===== src/rtl/tfsp_pkg.sv =====
// Package for the telemetry frame sync parser: frame geometry, shared types and
// the sync-byte unpacking function. No dependencies.
`default_nettype none
package tfsp_pkg;

  localparam int SYNC_BYTES      = 4;
  localparam int BODY_DATA_BYTES = 7;
  localparam int BODY_LEN        = BODY_DATA_BYTES + 1;
  localparam int FRAME_LEN       = SYNC_BYTES + BODY_LEN;
  localparam int CNT_W           = $clog2(FRAME_LEN + 1);
  localparam int SYNC_IDX_W      = $clog2(SYNC_BYTES);
  localparam int SYNC_REG_W      = 32;
  localparam int RSV_REG_W       = 8;
  localparam int CFG_DATA_W      = 32;
  localparam int CFG_IDX_W       = 1;

  localparam logic [CFG_IDX_W-1:0] CFG_SYNC_WORD = 1'd0;
  localparam logic [CFG_IDX_W-1:0] CFG_RESERVED  = 1'd1;

  typedef logic [SYNC_BYTES-1:0][7:0] sync_bytes_t;
  typedef logic [BODY_LEN-1:0][7:0]   body_t;
  typedef logic [SYNC_BYTES-1:0]      match_t;

  typedef struct packed {
    logic             csum_ok;
    logic [CNT_W-1:0] resync_cnt;
  } row_status_t;

  function automatic sync_bytes_t sync_bytes(input logic [SYNC_REG_W-1:0] word);
    sync_bytes_t s;
    int          sh;
    for (int i = 0; i < SYNC_BYTES; i++) begin
      sh = 8 * (SYNC_BYTES - 1 - i);
      if (sh < SYNC_REG_W) begin
        s[i] = word[sh +: 8];
      end else begin
        s[i] = '0;
      end
    end
    return s;
  endfunction

endpackage
`default_nettype wire


===== src/rtl/tfsp_if.sv =====
// Handshake channels of the telemetry frame sync parser: received bytes in,
// decoded frame results out. Depends on nothing.
`default_nettype none
interface tfsp_byte_if;
  logic       valid;
  logic       ready;
  logic [7:0] rx_byte;

  modport source (output valid, output rx_byte, input ready);
  modport sink (input valid, input rx_byte, output ready);
endinterface

interface tfsp_result_if;
  logic        valid;
  logic        ready;
  logic        frame_good;
  logic        data_valid;
  logic [4:0]  subsystem_id;
  logic [4:0]  component_id;
  logic [31:0] temperature_bits;

  modport source (output valid, output frame_good, output data_valid,
                  output subsystem_id, output component_id,
                  output temperature_bits, input ready);
  modport sink (input valid, input frame_good, input data_valid,
                input subsystem_id, input component_id,
                input temperature_bits, output ready);
endinterface
`default_nettype wire


===== src/rtl/tfsp_cell.sv =====
// One body byte cell: holds a byte, takes its neighbor's byte on shift and
// compares its byte against every sync byte. Depends on tfsp_pkg.
`default_nettype none
module tfsp_cell (
  input  wire logic                  clk_i,
  input  wire logic                  shift_i,
  input  wire logic [7:0]            data_i,
  input  wire tfsp_pkg::sync_bytes_t sync_i,
  output logic [7:0]                 data_o,
  output tfsp_pkg::match_t           match_o
);

  logic [7:0] data_q;

  always_ff @(posedge clk_i) begin
    if (shift_i) begin
      data_q <= data_i;
    end
  end

  always_comb begin
    for (int k = 0; k < tfsp_pkg::SYNC_BYTES; k++) begin
      match_o[k] = (data_q == sync_i[k]);
    end
  end

  assign data_o = data_q;

endmodule
`default_nettype wire


===== src/rtl/tfsp_row.sv =====
// Row of body cells with checksum and resync search over the cell matches.
// Depends on tfsp_pkg and tfsp_cell.
`default_nettype none
module tfsp_row (
  input  wire logic                  clk_i,
  input  wire logic                  shift_i,
  input  wire logic [7:0]            byte_i,
  input  wire tfsp_pkg::sync_bytes_t sync_i,
  output tfsp_pkg::body_t            body_o,
  output tfsp_pkg::row_status_t      status_o
);

  logic [tfsp_pkg::BODY_LEN-1:0][7:0]   chain_in;
  tfsp_pkg::match_t [tfsp_pkg::BODY_LEN-1:0] match;
  logic [tfsp_pkg::BODY_LEN-tfsp_pkg::SYNC_BYTES:0] win_hit;
  logic [tfsp_pkg::SYNC_BYTES-1:0]      suf_hit;
  logic [7:0]                           csum;

  for (genvar g = 0; g < tfsp_pkg::BODY_LEN; g++) begin : g_cell
    if (g == tfsp_pkg::BODY_LEN - 1) begin : g_tail
      assign chain_in[g] = byte_i;
    end else begin : g_link
      assign chain_in[g] = body_o[g+1];
    end
    tfsp_cell u_cell (
      .clk_i   (clk_i),
      .shift_i (shift_i),
      .data_i  (chain_in[g]),
      .sync_i  (sync_i),
      .data_o  (body_o[g]),
      .match_o (match[g])
    );
  end

  always_comb begin
    for (int p = 0; p <= tfsp_pkg::BODY_LEN - tfsp_pkg::SYNC_BYTES; p++) begin
      win_hit[p] = 1'b1;
      for (int k = 0; k < tfsp_pkg::SYNC_BYTES; k++) begin
        win_hit[p] = win_hit[p] & match[p+k][k];
      end
    end
    suf_hit[0] = 1'b0;
    for (int i = 1; i < tfsp_pkg::SYNC_BYTES; i++) begin
      suf_hit[i] = 1'b1;
      for (int k = 0; k < i; k++) begin
        suf_hit[i] = suf_hit[i] & match[tfsp_pkg::BODY_LEN-i+k][k];
      end
    end
  end

  always_comb begin
    csum = '0;
    for (int k = 0; k < tfsp_pkg::BODY_DATA_BYTES; k++) begin
      csum = csum ^ body_o[k];
    end
    status_o.csum_ok = (csum == body_o[tfsp_pkg::BODY_LEN-1]);
    status_o.resync_cnt = '0;
    for (int i = 1; i < tfsp_pkg::SYNC_BYTES; i++) begin
      if (suf_hit[i]) begin
        status_o.resync_cnt = tfsp_pkg::CNT_W'(i);
      end
    end
    for (int p = tfsp_pkg::BODY_LEN - tfsp_pkg::SYNC_BYTES; p >= 0; p--) begin
      if (win_hit[p]) begin
        status_o.resync_cnt = tfsp_pkg::CNT_W'(tfsp_pkg::BODY_LEN - p);
      end
    end
  end

endmodule
`default_nettype wire


===== src/rtl/telemetry_frame_sync_parser.sv =====
// Top level of the telemetry frame sync parser: sync search, frame control,
// header decode and output register. Depends on tfsp_pkg, tfsp_if, tfsp_row.
//
//   channel   direction  handshake            payload
//   in_byte   sink       valid/ready          rx_byte
//   out_res   source     valid/ready          frame_good, data_valid, subsystem_id,
//                                             component_id, temperature_bits
//   cfg       write      cfg_we_i             cfg_idx_i, cfg_wdata_i
//
// Each byte has an accept step, which matches a sync byte or shifts the byte into
// the cell row, and then an evaluation step, which evaluates checksum and resync
// over the row and loads the output register; a stalled output holds it back.
// Reset clears count, control and configuration; body cells hold no reset.
`default_nettype none
module telemetry_frame_sync_parser (
  input  wire logic                           clk_i,
  input  wire logic                           rst_ni,
  tfsp_byte_if.sink                           in_byte,
  tfsp_result_if.source                       out_res,
  input  wire logic                           cfg_we_i,
  input  wire logic [tfsp_pkg::CFG_IDX_W-1:0] cfg_idx_i,
  input  wire logic [tfsp_pkg::CFG_DATA_W-1:0] cfg_wdata_i
);

  localparam logic [2:0] VER_A  = 3'd1;
  localparam logic [2:0] VER_B  = 3'd2;
  localparam logic [2:0] TYPE_OK = 3'd1;
  localparam logic [4:0] SUB_A  = 5'd1;
  localparam logic [4:0] SUB_B  = 5'd3;
  localparam logic [4:0] SUB_C  = 5'd5;

  logic [tfsp_pkg::SYNC_REG_W-1:0] sync_word_q;
  logic [tfsp_pkg::RSV_REG_W-1:0]  reserved_q;
  logic [tfsp_pkg::CNT_W-1:0]      fc_q, fc_d;
  logic                            busy_q, busy_d;
  logic                            out_valid_q, out_valid_d;
  logic                            good_q, good_d;
  logic                            dvalid_q, dvalid_d;
  logic [4:0]                      sub_q, sub_d;
  logic [4:0]                      comp_q, comp_d;
  logic [31:0]                     temp_q, temp_d;
  logic                            in_acc;
  logic                            shift;
  tfsp_pkg::sync_bytes_t           sync_b;
  tfsp_pkg::body_t                 body;
  tfsp_pkg::row_status_t           status;

  function automatic logic comp_ok(input logic [4:0] sub, input logic [4:0] comp);
    logic ok;
    unique case (sub)
      SUB_A:   ok = (comp == 5'd20) || (comp == 5'd21) || (comp == 5'd22) ||
                    (comp == 5'd23) || (comp == 5'd30) || (comp == 5'd31);
      SUB_B:   ok = (comp == 5'd0);
      SUB_C:   ok = (comp == 5'd1) || (comp == 5'd2) || (comp == 5'd10) ||
                    (comp == 5'd20);
      default: ok = 1'b0;
    endcase
    return ok;
  endfunction

  assign sync_b         = tfsp_pkg::sync_bytes(sync_word_q);
  assign in_byte.ready  = !busy_q;
  assign in_acc         = in_byte.valid && !busy_q;

  tfsp_row u_row (
    .clk_i    (clk_i),
    .shift_i  (shift),
    .byte_i   (in_byte.rx_byte),
    .sync_i   (sync_b),
    .body_o   (body),
    .status_o (status)
  );

  always_comb begin
    fc_d        = fc_q;
    busy_d      = busy_q;
    shift       = 1'b0;
    out_valid_d = out_valid_q && !out_res.ready;
    good_d      = good_q;
    dvalid_d    = dvalid_q;
    sub_d       = sub_q;
    comp_d      = comp_q;
    temp_d      = temp_q;
    if (in_acc) begin
      busy_d = 1'b1;
      if (fc_q < tfsp_pkg::CNT_W'(tfsp_pkg::SYNC_BYTES)) begin
        if (in_byte.rx_byte == sync_b[fc_q[tfsp_pkg::SYNC_IDX_W-1:0]]) begin
          fc_d = fc_q + tfsp_pkg::CNT_W'(1);
        end else begin
          fc_d = '0;
        end
      end else if (fc_q >= tfsp_pkg::CNT_W'(tfsp_pkg::FRAME_LEN)) begin
        fc_d = '0;
      end else begin
        shift = 1'b1;
        fc_d  = fc_q + tfsp_pkg::CNT_W'(1);
      end
    end else if (busy_q && (!out_valid_q || out_res.ready)) begin
      busy_d      = 1'b0;
      out_valid_d = 1'b1;
      good_d      = 1'b0;
      dvalid_d    = 1'b0;
      sub_d       = '0;
      comp_d      = '0;
      temp_d      = '0;
      if (fc_q == tfsp_pkg::CNT_W'(tfsp_pkg::FRAME_LEN)) begin
        if (status.csum_ok) begin
          fc_d     = '0;
          good_d   = 1'b1;
          sub_d    = body[0][4:0];
          comp_d   = body[1][7:3];
          temp_d   = {body[3], body[4], body[5], body[6]};
          dvalid_d = ((body[0][7:5] == VER_A) || (body[0][7:5] == VER_B)) &&
                     comp_ok(body[0][4:0], body[1][7:3]) &&
                     (body[2] == reserved_q) && (body[1][2:0] == TYPE_OK);
        end else begin
          fc_d = status.resync_cnt;
        end
      end
    end
  end

  always_ff @(posedge clk_i or negedge rst_ni) begin
    if (!rst_ni) begin
      sync_word_q <= '0;
      reserved_q  <= '0;
      fc_q        <= '0;
      busy_q      <= 1'b0;
      out_valid_q <= 1'b0;
    end else begin
      if (cfg_we_i) begin
        unique case (cfg_idx_i)
          tfsp_pkg::CFG_SYNC_WORD: sync_word_q <= cfg_wdata_i[tfsp_pkg::SYNC_REG_W-1:0];
          tfsp_pkg::CFG_RESERVED:  reserved_q  <= cfg_wdata_i[tfsp_pkg::RSV_REG_W-1:0];
          default: ;
        endcase
      end
      fc_q        <= fc_d;
      busy_q      <= busy_d;
      out_valid_q <= out_valid_d;
    end
  end

  always_ff @(posedge clk_i) begin
    good_q   <= good_d;
    dvalid_q <= dvalid_d;
    sub_q    <= sub_d;
    comp_q   <= comp_d;
    temp_q   <= temp_d;
  end

  assign out_res.valid            = out_valid_q;
  assign out_res.frame_good       = good_q;
  assign out_res.data_valid       = dvalid_q;
  assign out_res.subsystem_id     = sub_q;
  assign out_res.component_id     = comp_q;
  assign out_res.temperature_bits = temp_q;

`ifndef SYNTHESIS
  a_accept_then_busy: assert property (@(posedge clk_i) disable iff (!rst_ni)
    in_byte.valid && in_byte.ready |=> !in_byte.ready)
    else $error("input accepted while previous transaction still in evaluation");
  a_count_range: assert property (@(posedge clk_i) disable iff (!rst_ni)
    fc_q <= tfsp_pkg::CNT_W'(tfsp_pkg::FRAME_LEN))
    else $error("frame count beyond frame length");
  a_full_frame_busy: assert property (@(posedge clk_i) disable iff (!rst_ni)
    fc_q == tfsp_pkg::CNT_W'(tfsp_pkg::FRAME_LEN) |-> busy_q)
    else $error("full frame held without pending evaluation");
  a_valid_needs_good: assert property (@(posedge clk_i) disable iff (!rst_ni)
    out_res.valid && out_res.data_valid |-> out_res.frame_good)
    else $error("data_valid without frame_good");
`endif

endmodule
`default_nettype wire


===== src/flat_wrapper.sv =====
// flat-port wrapper written by rule: the top's interface ports become plain ports
module telemetry_frame_sync_parser_flat 
  (clk_i, rst_ni, cfg_we_i, cfg_idx_i, cfg_wdata_i, in_byte_valid, in_byte_rx_byte, in_byte_ready, out_res_valid, out_res_frame_good, out_res_data_valid, out_res_subsystem_id, out_res_component_id, out_res_temperature_bits, out_res_ready);
  tfsp_byte_if in_byte_i ();
  tfsp_result_if out_res_i ();
  input  wire logic clk_i;
  input  wire logic rst_ni;
  input  wire logic cfg_we_i;
  input  wire logic [tfsp_pkg::CFG_IDX_W-1:0] cfg_idx_i;
  input  wire logic [tfsp_pkg::CFG_DATA_W-1:0] cfg_wdata_i;
  input wire logic [$bits(in_byte_i.valid)-1:0] in_byte_valid;
  input wire logic [$bits(in_byte_i.rx_byte)-1:0] in_byte_rx_byte;
  output wire logic [$bits(in_byte_i.ready)-1:0] in_byte_ready;
  output wire logic [$bits(out_res_i.valid)-1:0] out_res_valid;
  output wire logic [$bits(out_res_i.frame_good)-1:0] out_res_frame_good;
  output wire logic [$bits(out_res_i.data_valid)-1:0] out_res_data_valid;
  output wire logic [$bits(out_res_i.subsystem_id)-1:0] out_res_subsystem_id;
  output wire logic [$bits(out_res_i.component_id)-1:0] out_res_component_id;
  output wire logic [$bits(out_res_i.temperature_bits)-1:0] out_res_temperature_bits;
  input wire logic [$bits(out_res_i.ready)-1:0] out_res_ready;
  assign in_byte_i.valid = in_byte_valid;
  assign in_byte_i.rx_byte = in_byte_rx_byte;
  assign in_byte_ready = in_byte_i.ready;
  assign out_res_valid = out_res_i.valid;
  assign out_res_frame_good = out_res_i.frame_good;
  assign out_res_data_valid = out_res_i.data_valid;
  assign out_res_subsystem_id = out_res_i.subsystem_id;
  assign out_res_component_id = out_res_i.component_id;
  assign out_res_temperature_bits = out_res_i.temperature_bits;
  assign out_res_i.ready = out_res_ready;
  telemetry_frame_sync_parser u_core (.clk_i(clk_i), .rst_ni(rst_ni), .in_byte(in_byte_i), .out_res(out_res_i), .cfg_we_i(cfg_we_i), .cfg_idx_i(cfg_idx_i), .cfg_wdata_i(cfg_wdata_i));
endmodule

===== config.mk =====
export PLATFORM = sky130hd
export DESIGN_NAME = telemetry_frame_sync_parser_flat
export DESIGN_NICKNAME = d
export VERILOG_FILES = /design/src/rtl/tfsp_pkg.sv /design/src/rtl/tfsp_if.sv /design/src/rtl/tfsp_cell.sv /design/src/rtl/tfsp_row.sv /design/src/rtl/telemetry_frame_sync_parser.sv /design/src/flat_wrapper.sv
export SDC_FILE = /design/constraint.sdc
export NUM_CORES = 1
export LEC_CHECK = 0
export BUFFER_PORTS_ARGS = -buffer_cell sky130_fd_sc_hd__clkbuf_2
export CAP_MARGIN = 5
export CORE_MARGIN = 5
export CORE_UTILIZATION = 55
export DETAILED_ROUTE_END_ITERATION = 6
export HOLD_SLACK_MARGIN = 0.02
export PLACE_DENSITY = 0.86
export SETUP_SLACK_MARGIN = 0.2
export SLEW_MARGIN = 0
export SYNTH_ARGS = -nofsm -noshare
export SYNTH_HDL_FRONTEND = slang
export SYNTH_HIERARCHICAL = 1
export SYNTH_SLANG_ARGS = --single-unit

===== constraint.sdc =====
create_clock -name clk_i -period 3.8 [get_ports clk_i]
set_clock_uncertainty 0.1 [all_clocks]
set_input_delay 0.38 -clock clk_i [delete_from_list [all_inputs] [get_ports clk_i]]
set_output_delay 0.38 -clock clk_i [all_outputs]
set_load 0.05 [all_outputs]

==> impl_metrics.toml, run 1 <==
[min_path]
hold-path-endpoint = "u_core/u_row/g_cell[7].u_cell/data_o[0]"
holdPathStages = 1
hp-class = "primary input to flip-flop"
hold_start = "in_byte_rx_byte[0]"

[status]
status = "complete, no violations"

[power]
netSwitchingFraction_pct = 35.08
ir_drop_uv = 324.2
p_total_w = 0.005400
cellLeakagePower_nw = 3.449
power_frac_seq_pct = 43.6
internal_power_w = 0.003506
powerDensity_nw_per_um2 = 534.6
power.net_switching_w = 0.001895
p_comb_share_pct = 25.3
clkPwrFrac_pct = 31.1

[sta]
finalHoldViolCount = 0
slew_viol_final = 0
layout_min_cycle_time_ps = 2935
max_freq_ghz = 0.3407
period_share_pct = 77.24
worst_pin_slew_ps = 1082
holdWs_ps = 47.31
rsz0062_at_grt = "no"
setup_tns_ps = 0
max-slew-margin-rel_pct = 27.86
setup_viol = 0

[grt]
track_usage_pct = 21.98
antenna_found_initial = 0
grt_pass1_vias = 6017
overflow = 0
grt_pass1_wl_mm = 33.64
grt_max_degree = 47

[layout]
nNetsFinal = 854
final_common_cell = "xnor2_1"
post-route-cell-area_sq_um = 10100
nFillCells = 1344
drive_gt1_share_pct = 16.67
final_cell_mix = "272 x xnor2_1, 108 x edfxtp_1, 91 x clkbuf_2"
fin_util_pct = 60.48
area_delta_synth_final_pct = 7.296
n_antenna_cell = 0

[flow_run]
drv_cap = 0

[synth]
ys_warn_count = 6
postSynthAreaPerCell_sq_um = 12.34
synthCells = 763
synth.cell_area_sq_um = 9414
synthesis.nets = 814

[clock_network]
cts.sinks = 154
cts_setup_buffers = 0
h-tree-depth = 4
cts_buffers = 17
cts_tree = "done"
clk_latency_ps = 440
clock_tree.buffer_depth = 2
cts_root_buffer = "clkbuf_16"
clkTransAtPathRegs_ps = 70

[die]
io_pins = 92
die_h_um = 140.8
die_x_um = 140.8
start_util_pct = 56.37
dieArea_sq_um = 19830
fp-row-count = 47
core_region_area_sq_um = 16700

[setup_path]
cp-startpoint = "u_core/u_row/g_cell[1].u_cell/data_o[7]"
crit_chain = "xnor2_1, xnor2_1, xnor2_1, nand4_1, nor2_1, and3_1, and2_1, nand3_1, nor4_1"
critPathMostFrequentCell = "xnor2_1"
reg2reg_from = "u_core/u_row/g_cell[1].u_cell/data_o[7]"
cp-end-kind = "flip-flop"
cp_data_required_time_ps = 3950
r2r_cells = 9
path_class = "flip-flop to flip-flop"
rrSetupSlack_ps = 860
crit_path_max_fanout = 15
slowest_delay_ps = 550
cp.arrival_ps = 3090
critPathLaunchType = "flip-flop"
r2r_end = "u_core/out_res.data_valid"
cp_slowest_cell = "edfxtp_1"

[routing]
drt-wirelength-per-cell_um = 20.40
vias = 5846
avgViaCountPerCell = 5.643
drc = 0
drt_iter0_markers = 538
ant_nets = 0
firstDrtPassIters = 5
drt-total-wl_mm = 21.13

[placed_design]
hpwlAfterDp_mm = 15.37
numPortBuffers = 91
gp_congestion = 0.8953
placed_cell_area_sq_um = 9508
==> layer usage <==
| layer | wire, um | vias up | global-route usage [%] | share of wire (%) |
|---|---|---|---|---|
| li1 | - | 2677 | - | - |
| met4 | 279 | 0 | 6.323 | 1.3 |
| met1 | 9104 | 2917 | 29.50 | 43 |
| met5 | 0 | - | 0 | 0 |
| met2 | 10510 | 230 | 36.62 | 50 |
| met3 | 1243 | 22 | 4.233 | 5.9 |
==> per-stage QoR <==
stage	setup slack, ps	cells
CTS	886.0	1036
global route	662.9	1036
floorplan	1023	763
finish	864.9	1036
global placement	1088	1003
detailed placement	972.2	1003
==> worst max-delay path: cells and delay by family (launching register included) <==
kind / cells / cell delay [ps]
xor gates and xnor gates: 3 / 660
DFF: 1 / 550
and+or+nand+nor: 6 / 1450
==> power groups by stage <==
stage                     Clock (W)  Combinational, W  Sequential, W
after floorplan                   0          0.000578        0.00280
after global placement            0           0.00135        0.00238
after detailed placement          0           0.00137        0.00238
after CTS                   0.00171           0.00138        0.00235
after global routing        0.00179           0.00145        0.00238
final                       0.00168           0.00137        0.00235
==> flip-flops by register name, indices dropped and copies added, names as in the netlist <==
register                           count
u_core/busy_q                          1
u_core/fc_q                            4
u_core/out_res.component_id            5
u_core/out_res.data_valid              1
u_core/out_res.frame_good              1
u_core/out_res.subsystem_id            5
u_core/out_res.temperature_bits       32
u_core/out_res.valid                   1
u_core/reserved_q                      8
u_core/sync_word_q                    32
u_core/u_row/g_cell.u_cell/data_o     64
==> cell type report <==
class                           count  area (sq um)  area share, %
Clock buffer                       22         464.2          4.596
Clock inverter                     10         118.9          1.177
Inverter                            8         30.03         0.2973
Multi-Input combinational cell    526          4310          42.67
Sequential cell                   154          4394          43.50
Tap cell                          220         275.3          2.725
Timing Repair Buffer               96         508.0          5.029
==> worst max-delay path by stage <==
stage	cells past startpoint	to	slack [ps]
after floorplan	3	u_core/u_row/g_cell[0].u_cell/data_o[0]	1020
after global placement	9	u_core/out_res.data_valid	1090
after detailed placement	9	u_core/out_res.data_valid	970
after CTS	9	u_core/out_res.data_valid	890
after global routing	9	u_core/out_res.data_valid	660
final	9	u_core/out_res.data_valid	860
==> repair_timing <==
item                                   in CTS  in global routing
resized for setup                           0                  0
endpoints found under the hold margin      46                  0
hold buffers                                1                  0
No activity file was read; power rests on OpenSTA's default activity.
==> inputs of run 2 (changes only) <==
--- a/config.mk
+++ b/config.mk
@@ -11,7 +11,7 @@
 export CORE_UTILIZATION = 55
 export DETAILED_ROUTE_END_ITERATION = 6
 export HOLD_SLACK_MARGIN = 0.02
-export PLACE_DENSITY = 0.86
+export PLACE_DENSITY = 0.89
 export SETUP_SLACK_MARGIN = 0.2
 export SLEW_MARGIN = 0
 export SYNTH_ARGS = -nofsm -noshare
==> constraint.sdc (replaced) <==
create_clock -name clk_i -period 2.4 [get_ports clk_i]
set_clock_uncertainty 0.1 [all_clocks]
set_input_delay 0.24 -clock clk_i [delete_from_list [all_inputs] [get_ports clk_i]]
set_output_delay 0.24 -clock clk_i [all_outputs]
set_load 0.05 [all_outputs]
==> impl_metrics.toml, run 2 (same netlist as run 1, synthesis figures left out) <==
[placed_design]
hpwlAfterDp_mm = 16.56
gp_congestion = 0.9197
numPortBuffers = 91
place_inst = 1091

[routing]
drt-total-wl_mm = 24.05
firstDrtPassIters = 7
ant_nets = 0
drt-wirelength-per-cell_um = 20.31
avgViaCountPerCell = 5.624
drt_iter0_markers = 657
drc = 0
vias = 6659

[sta]
layout_min_cycle_time_ps = 2387
max_freq_ghz = 0.4189
max-slew-margin-rel_pct = 61.53
finalHoldViolCount = 0
worst_pin_slew_ps = 577.0
rsz0062_at_grt = "yes"
slew_viol_final = 0
period_share_pct = 99.47
setup_viol = 0

[setup_path]
slowest_delay_ps = 510
r2r_cells = 11
crit_path_max_fanout = 6
critPathBufInv = 2
path_delay_family = "simple AND/OR/NAND/NOR gates"
path_class = "flip-flop to flip-flop"
cp-startpoint = "u_core/sync_word_q[2]"
cp_slowest_cell = "dfrtp_1"
crit_cells = 11
cp_data_required_time_ps = 2600
cp-end-kind = "flip-flop"
crit_chain = "buf_4, xnor2_1, nand4_1, nor2_1, nand4_1, buf_4, nand2_1, a21oi_2, and3_1, a21oi_2, o31ai_1"
critPathLaunchType = "flip-flop"
cp.arrival_ps = 2580
reg2reg_from = "u_core/sync_word_q[2]"

[power]
ir_drop_uv = 538.0
cellLeakagePower_nw = 4.309
powerDensity_nw_per_um2 = 764.7

[clock_network]
clock_tree.buffer_depth = 2
h-tree-depth = 4
cts.sinks = 154
cts_root_buffer = "clkbuf_16"
cts_tree = "done"
clkTransAtPathRegs_ps = 60
clk_latency_ps = 430
cts_buffers = 17

[grt]
busiest_layer = "met2"
use_met2_pct = 40.02
antenna_found_initial = 0
overflow = 0
grt_pass1_wl_mm = 35.91
use_met1_pct = 29.00
grt_max_degree = 46
grt_pass1_vias = 6804
track_usage_pct = 23.32
gr-usage-met3_pct = 4.809

[die]
start_util_pct = 56.37
core_region_area_sq_um = 16700
io_pins = 92
die_h_um = 140.8
fp-row-count = 47
die_x_um = 140.8
dieArea_sq_um = 19830

[layout]
drive_gt1_share_pct = 32.57
nNetsFinal = 1002
final_cell_mix = "249 x xnor2_1, 108 x edfxtp_1, 91 x clkbuf_2, 91 x buf_4, 60 x nand4_1"
area_delta_synth_final_pct = 24.87
final_common_cell = "xnor2_1"
n_antenna_cell = 0
stdcell_count = 1184
largest_reg_flops = 64
fin_util_pct = 70.39

[min_path]
hp-class = "primary input to asynchronous set/reset pin"

[flow_run]
drv_cap = 0

[status]
status = "complete, no violations"
-- run 2: worst paths after layout --
check	end	slack, ps
max	u_core/fc_q[0]	10
min	u_core/fc_q[2]	60
max reg2reg	u_core/fc_q[0]	10
min reg2reg	u_core/reserved_q[1]	420
max in group asynchronous	u_core/sync_word_q[3]	1550
min in group clk_i	u_core/out_res.valid	70
-- run 2: metal layers --
layer	part of all wire [%]	vias up
met1	38	3261
met2	50	353
met4	3.6	0
met3	7.8	61
met5	0	-
li1	-	2984
-- run 2: metrics by stage --
| stage | hold WS (ps) | cell area [sq um] | TNS (ps) | setup WS (ps) | total power (W) |
|---|---|---|---|---|---|
| 4_1_cts | 30.21 | 11410 | 0 | 121.5 | 0.008866 |
| 2_1_floorplan | -155.6 | 9417 | 0 | 209.9 | 0.005338 |
| 3_3_place_gp | -26.71 | 10170 | 0 | 76.43 | 0.005923 |
| 3_5_place_dp | -20.33 | 10170 | -64.37 | -64.37 | 0.005982 |
| 6_report | 62.50 | 11760 | 0 | 12.68 | 0.008989 |
| 5_1_grt | 69.49 | 11760 | -99.06 | -46.33 | 0.009297 |
-- run 2: layout make-up --
cell class / count / area, sq um
clock buffer: 17 / 425.4
multi-input combinational: 526 / 4571
sequential: 154 / 4425
timing repair buffer: 244 / 1828
fill: 1073 / 4946
inverter: 8 / 30.03
tap: 220 / 275.3
clock inverter: 15 / 200.2
-- run 2: power breakdown --
group	switching [W]	internal (W)	total (W)
combinational	0.00159	0.000889	0.00248
clock	0.00110	0.00174	0.00284
sequential	0.000412	0.00326	0.00368
total	0.00310	0.00589	0.00899
-- run 2: timing repair --
item / 4_1_cts / 5_1_grt
hold endpoints to repair: 95 / 0
hold buffers: 42 / 0
endpoints found under the setup margin: 47 / 47
resized for setup: 48 / 42
pin swaps: 21 / 16
buffers inserted: 3 / 15
cloned: 1 / 0
-- run 2: worst register-to-register path: stages, from the launching register on --
cell and delay (ps):
dfrtp_1 510, buf_4 210, xnor2_1 160, nand4_1 130, nor2_1 170, nand4_1 200, buf_4 200, nand2_1 80
a21oi_2 70, and3_1 200, a21oi_2 130, o31ai_1 90
==> inputs of run 3 (changes only) <==
--- a/config.mk
+++ b/config.mk
@@ -11,7 +11,7 @@
 export CORE_UTILIZATION = 55
 export DETAILED_ROUTE_END_ITERATION = 6
 export HOLD_SLACK_MARGIN = 0.02
-export PLACE_DENSITY = 0.89
+export PLACE_DENSITY = 0.75
 export SETUP_SLACK_MARGIN = 0.2
 export SLEW_MARGIN = 0
 export SYNTH_ARGS = -nofsm -noshare
==> impl_metrics.toml, run 3 (same netlist as run 1, synthesis figures left out) <==
[placed_design]
hpwlAfterDp_mm = 18.66
gp_congestion = 0.9852
placed_cell_area_sq_um = 10310
numPortBuffers = 91

[power]
p_comb_share_pct = 29.2
power_frac_seq_pct = 40.3
powerDensity_nw_per_um2 = 779.4
clkPwrFrac_pct = 30.5
p_total_w = 0.009053
power.net_switching_w = 0.003232
internal_power_w = 0.005822
netSwitchingFraction_pct = 35.70
ir_drop_uv = 611.2
cellLeakagePower_nw = 4.230

[layout]
largest_reg_flops = 64
n_antenna_cell = 0
seq_area_sq_um = 4418
nNetsFinal = 1001
fin_util_pct = 69.55
final_common_cell = "xnor2_1"
area_delta_synth_final_pct = 23.39
nFillCells = 1168
final_cell_mix = "261 x xnor2_1, 108 x edfxtp_1, 94 x buf_4"
drive_gt1_share_pct = 30.04
post-route-cell-area_sq_um = 11620
multi_input_area_sq_um = 4456

[routing]
firstDrtPassIters = 5
ant_nets = 0
drt-wirelength-per-cell_um = 22.88
drc = 0
vias = 6698
drt-total-wl_mm = 27.04
drt_iter0_markers = 575
avgViaCountPerCell = 5.667

[setup_path]
cp-end-kind = "flip-flop"
cp.arrival_ps = 2560
path_class = "flip-flop to flip-flop"
cp_slowest_cell = "dfrtp_1"
critPathLaunchType = "flip-flop"
cp_data_required_time_ps = 2610
path_delay_family = "compound AO/OA/AOI/OAI gates"
critPathBufInv = 1
crit_chain = "buf_6, xnor2_1, nand4_1, nor2_1, nand4_1, a31oi_1, nor2_1, a211o_1, a21oi_2, a211oi_1"
slowest_delay_ps = 430
crit_path_max_fanout = 7
crit_cells = 10
r2r_cells = 10

[grt]
grt_max_degree = 65
grt_pass1_vias = 7070
grt_pass1_wl_mm = 40.78
track_usage_pct = 27.62
overflow = 0
antenna_found_initial = 1

[clock_network]
h-tree-depth = 4
clkTransAtPathRegs_ps = 60
clock_tree.buffer_depth = 2
cts_root_buffer = "clkbuf_16"
cts.sinks = 154
cts_buffers = 17
cts_tree = "done"
clk_latency_ps = 440

[die]
io_pins = 92
start_util_pct = 56.37
dieArea_sq_um = 19830
core_region_area_sq_um = 16700
fp-row-count = 47
die_x_um = 140.8
die_h_um = 140.8

[sta]
slew_viol_final = 0
worst_pin_slew_ps = 735.3
holdWs_ps = 82.76
rsz0062_at_grt = "yes"
max_freq_ghz = 0.4264
finalHoldViolCount = 0
layout_min_cycle_time_ps = 2345
period_share_pct = 97.72
setup_viol = 0
max-slew-margin-rel_pct = 50.88

[min_path]
holdPathStages = 3
hp-class = "primary input to flip-flop"

[status]
status = "complete, no violations"

[flow_run]
drv_cap = 0
[run 3: cell count changes in the layout (fill, tap and decap cells not counted), moves of 3 or more]
| cell | before | now |
|---|---|---|
| dfrtp_2 | 25 | 19 |
| xnor2_2 | 23 | 11 |
| buf_12 | 5 | 9 |
| buf_6 | 15 | 7 |
| xnor2_1 | 249 | 261 |
| nor2_2 | 3 | 6 |
| dfrtp_1 | 21 | 27 |
| buf_4 | 91 | 94 |
[run 3: power by group through the flow]
stage                     logic, W  clock network (W)  registers [W]
after floorplan           0.000918                  0        0.00442
after global placement     0.00240                  0        0.00368
after CTS                  0.00259            0.00280        0.00364
after global routing       0.00275            0.00292        0.00368
final                      0.00264            0.00276        0.00365
after detailed placement   0.00246                  0        0.00370
[run 3: cell type report]
class,instances,area share (%)
multi-input combinational,526,38.36
sequential,154,38.03
timing repair buffer,243,15.84
clock buffer,18,3.695
tap,220,2.370
clock inverter,13,1.443
inverter,8,0.2585
[run 3: what timing repair did]
action	CTS	global route
pin swaps	15	8
hold buffers	42	0
hold endpoints to repair	69	0
gates resized for setup	43	15
endpoints found under the setup margin	47	47
setup buffers	6	3
[run 3: worst min-delay path: cells and delay by family]
kind / cells / cell delay, ps
and+or+nand+nor: 2 / 260
buffers and inverters: 1 / 80
[run 3: worst paths after layout]
| kind | startpoint | to | slack [ps] |
|---|---|---|---|
| worst max-delay path | u_core/sync_word_q[26] | u_core/fc_q[1] | 50 |
| worst min-delay path | out_res_ready | u_core/out_res.valid | 80 |
| worst max register to register | u_core/sync_word_q[26] | u_core/fc_q[1] | 50 |
| worst min register to register | u_core/reserved_q[5] | u_core/reserved_q[5] | 420 |
| max in group asynchronous | rst_ni | u_core/fc_q[0] | 1360 |
| min in group asynchronous | rst_ni | u_core/sync_word_q[29] | 210 |
[run 3: through the flow]
stage | setup slack (ps) | setup TNS (ps) | cells
final | 54.84 | 0 | 1182
after global routing | -19.82 | -98.85 | 1182
after CTS | 171.6 | 0 | 1179
after detailed placement | -183.8 | -1013 | 1100
after global placement | -11.74 | -14.70 | 1100
after floorplan | 209.9 | 0 | 763
[run 3: per-layer routing]
metal  track usage [%]  share of wire [%]  routed length (um)
met5                 0              0.048                  13
met4             16.47                5.9                1590
met3             7.552                9.8                2640
met2             44.15                 47               12700
met1             33.52                 37               10100
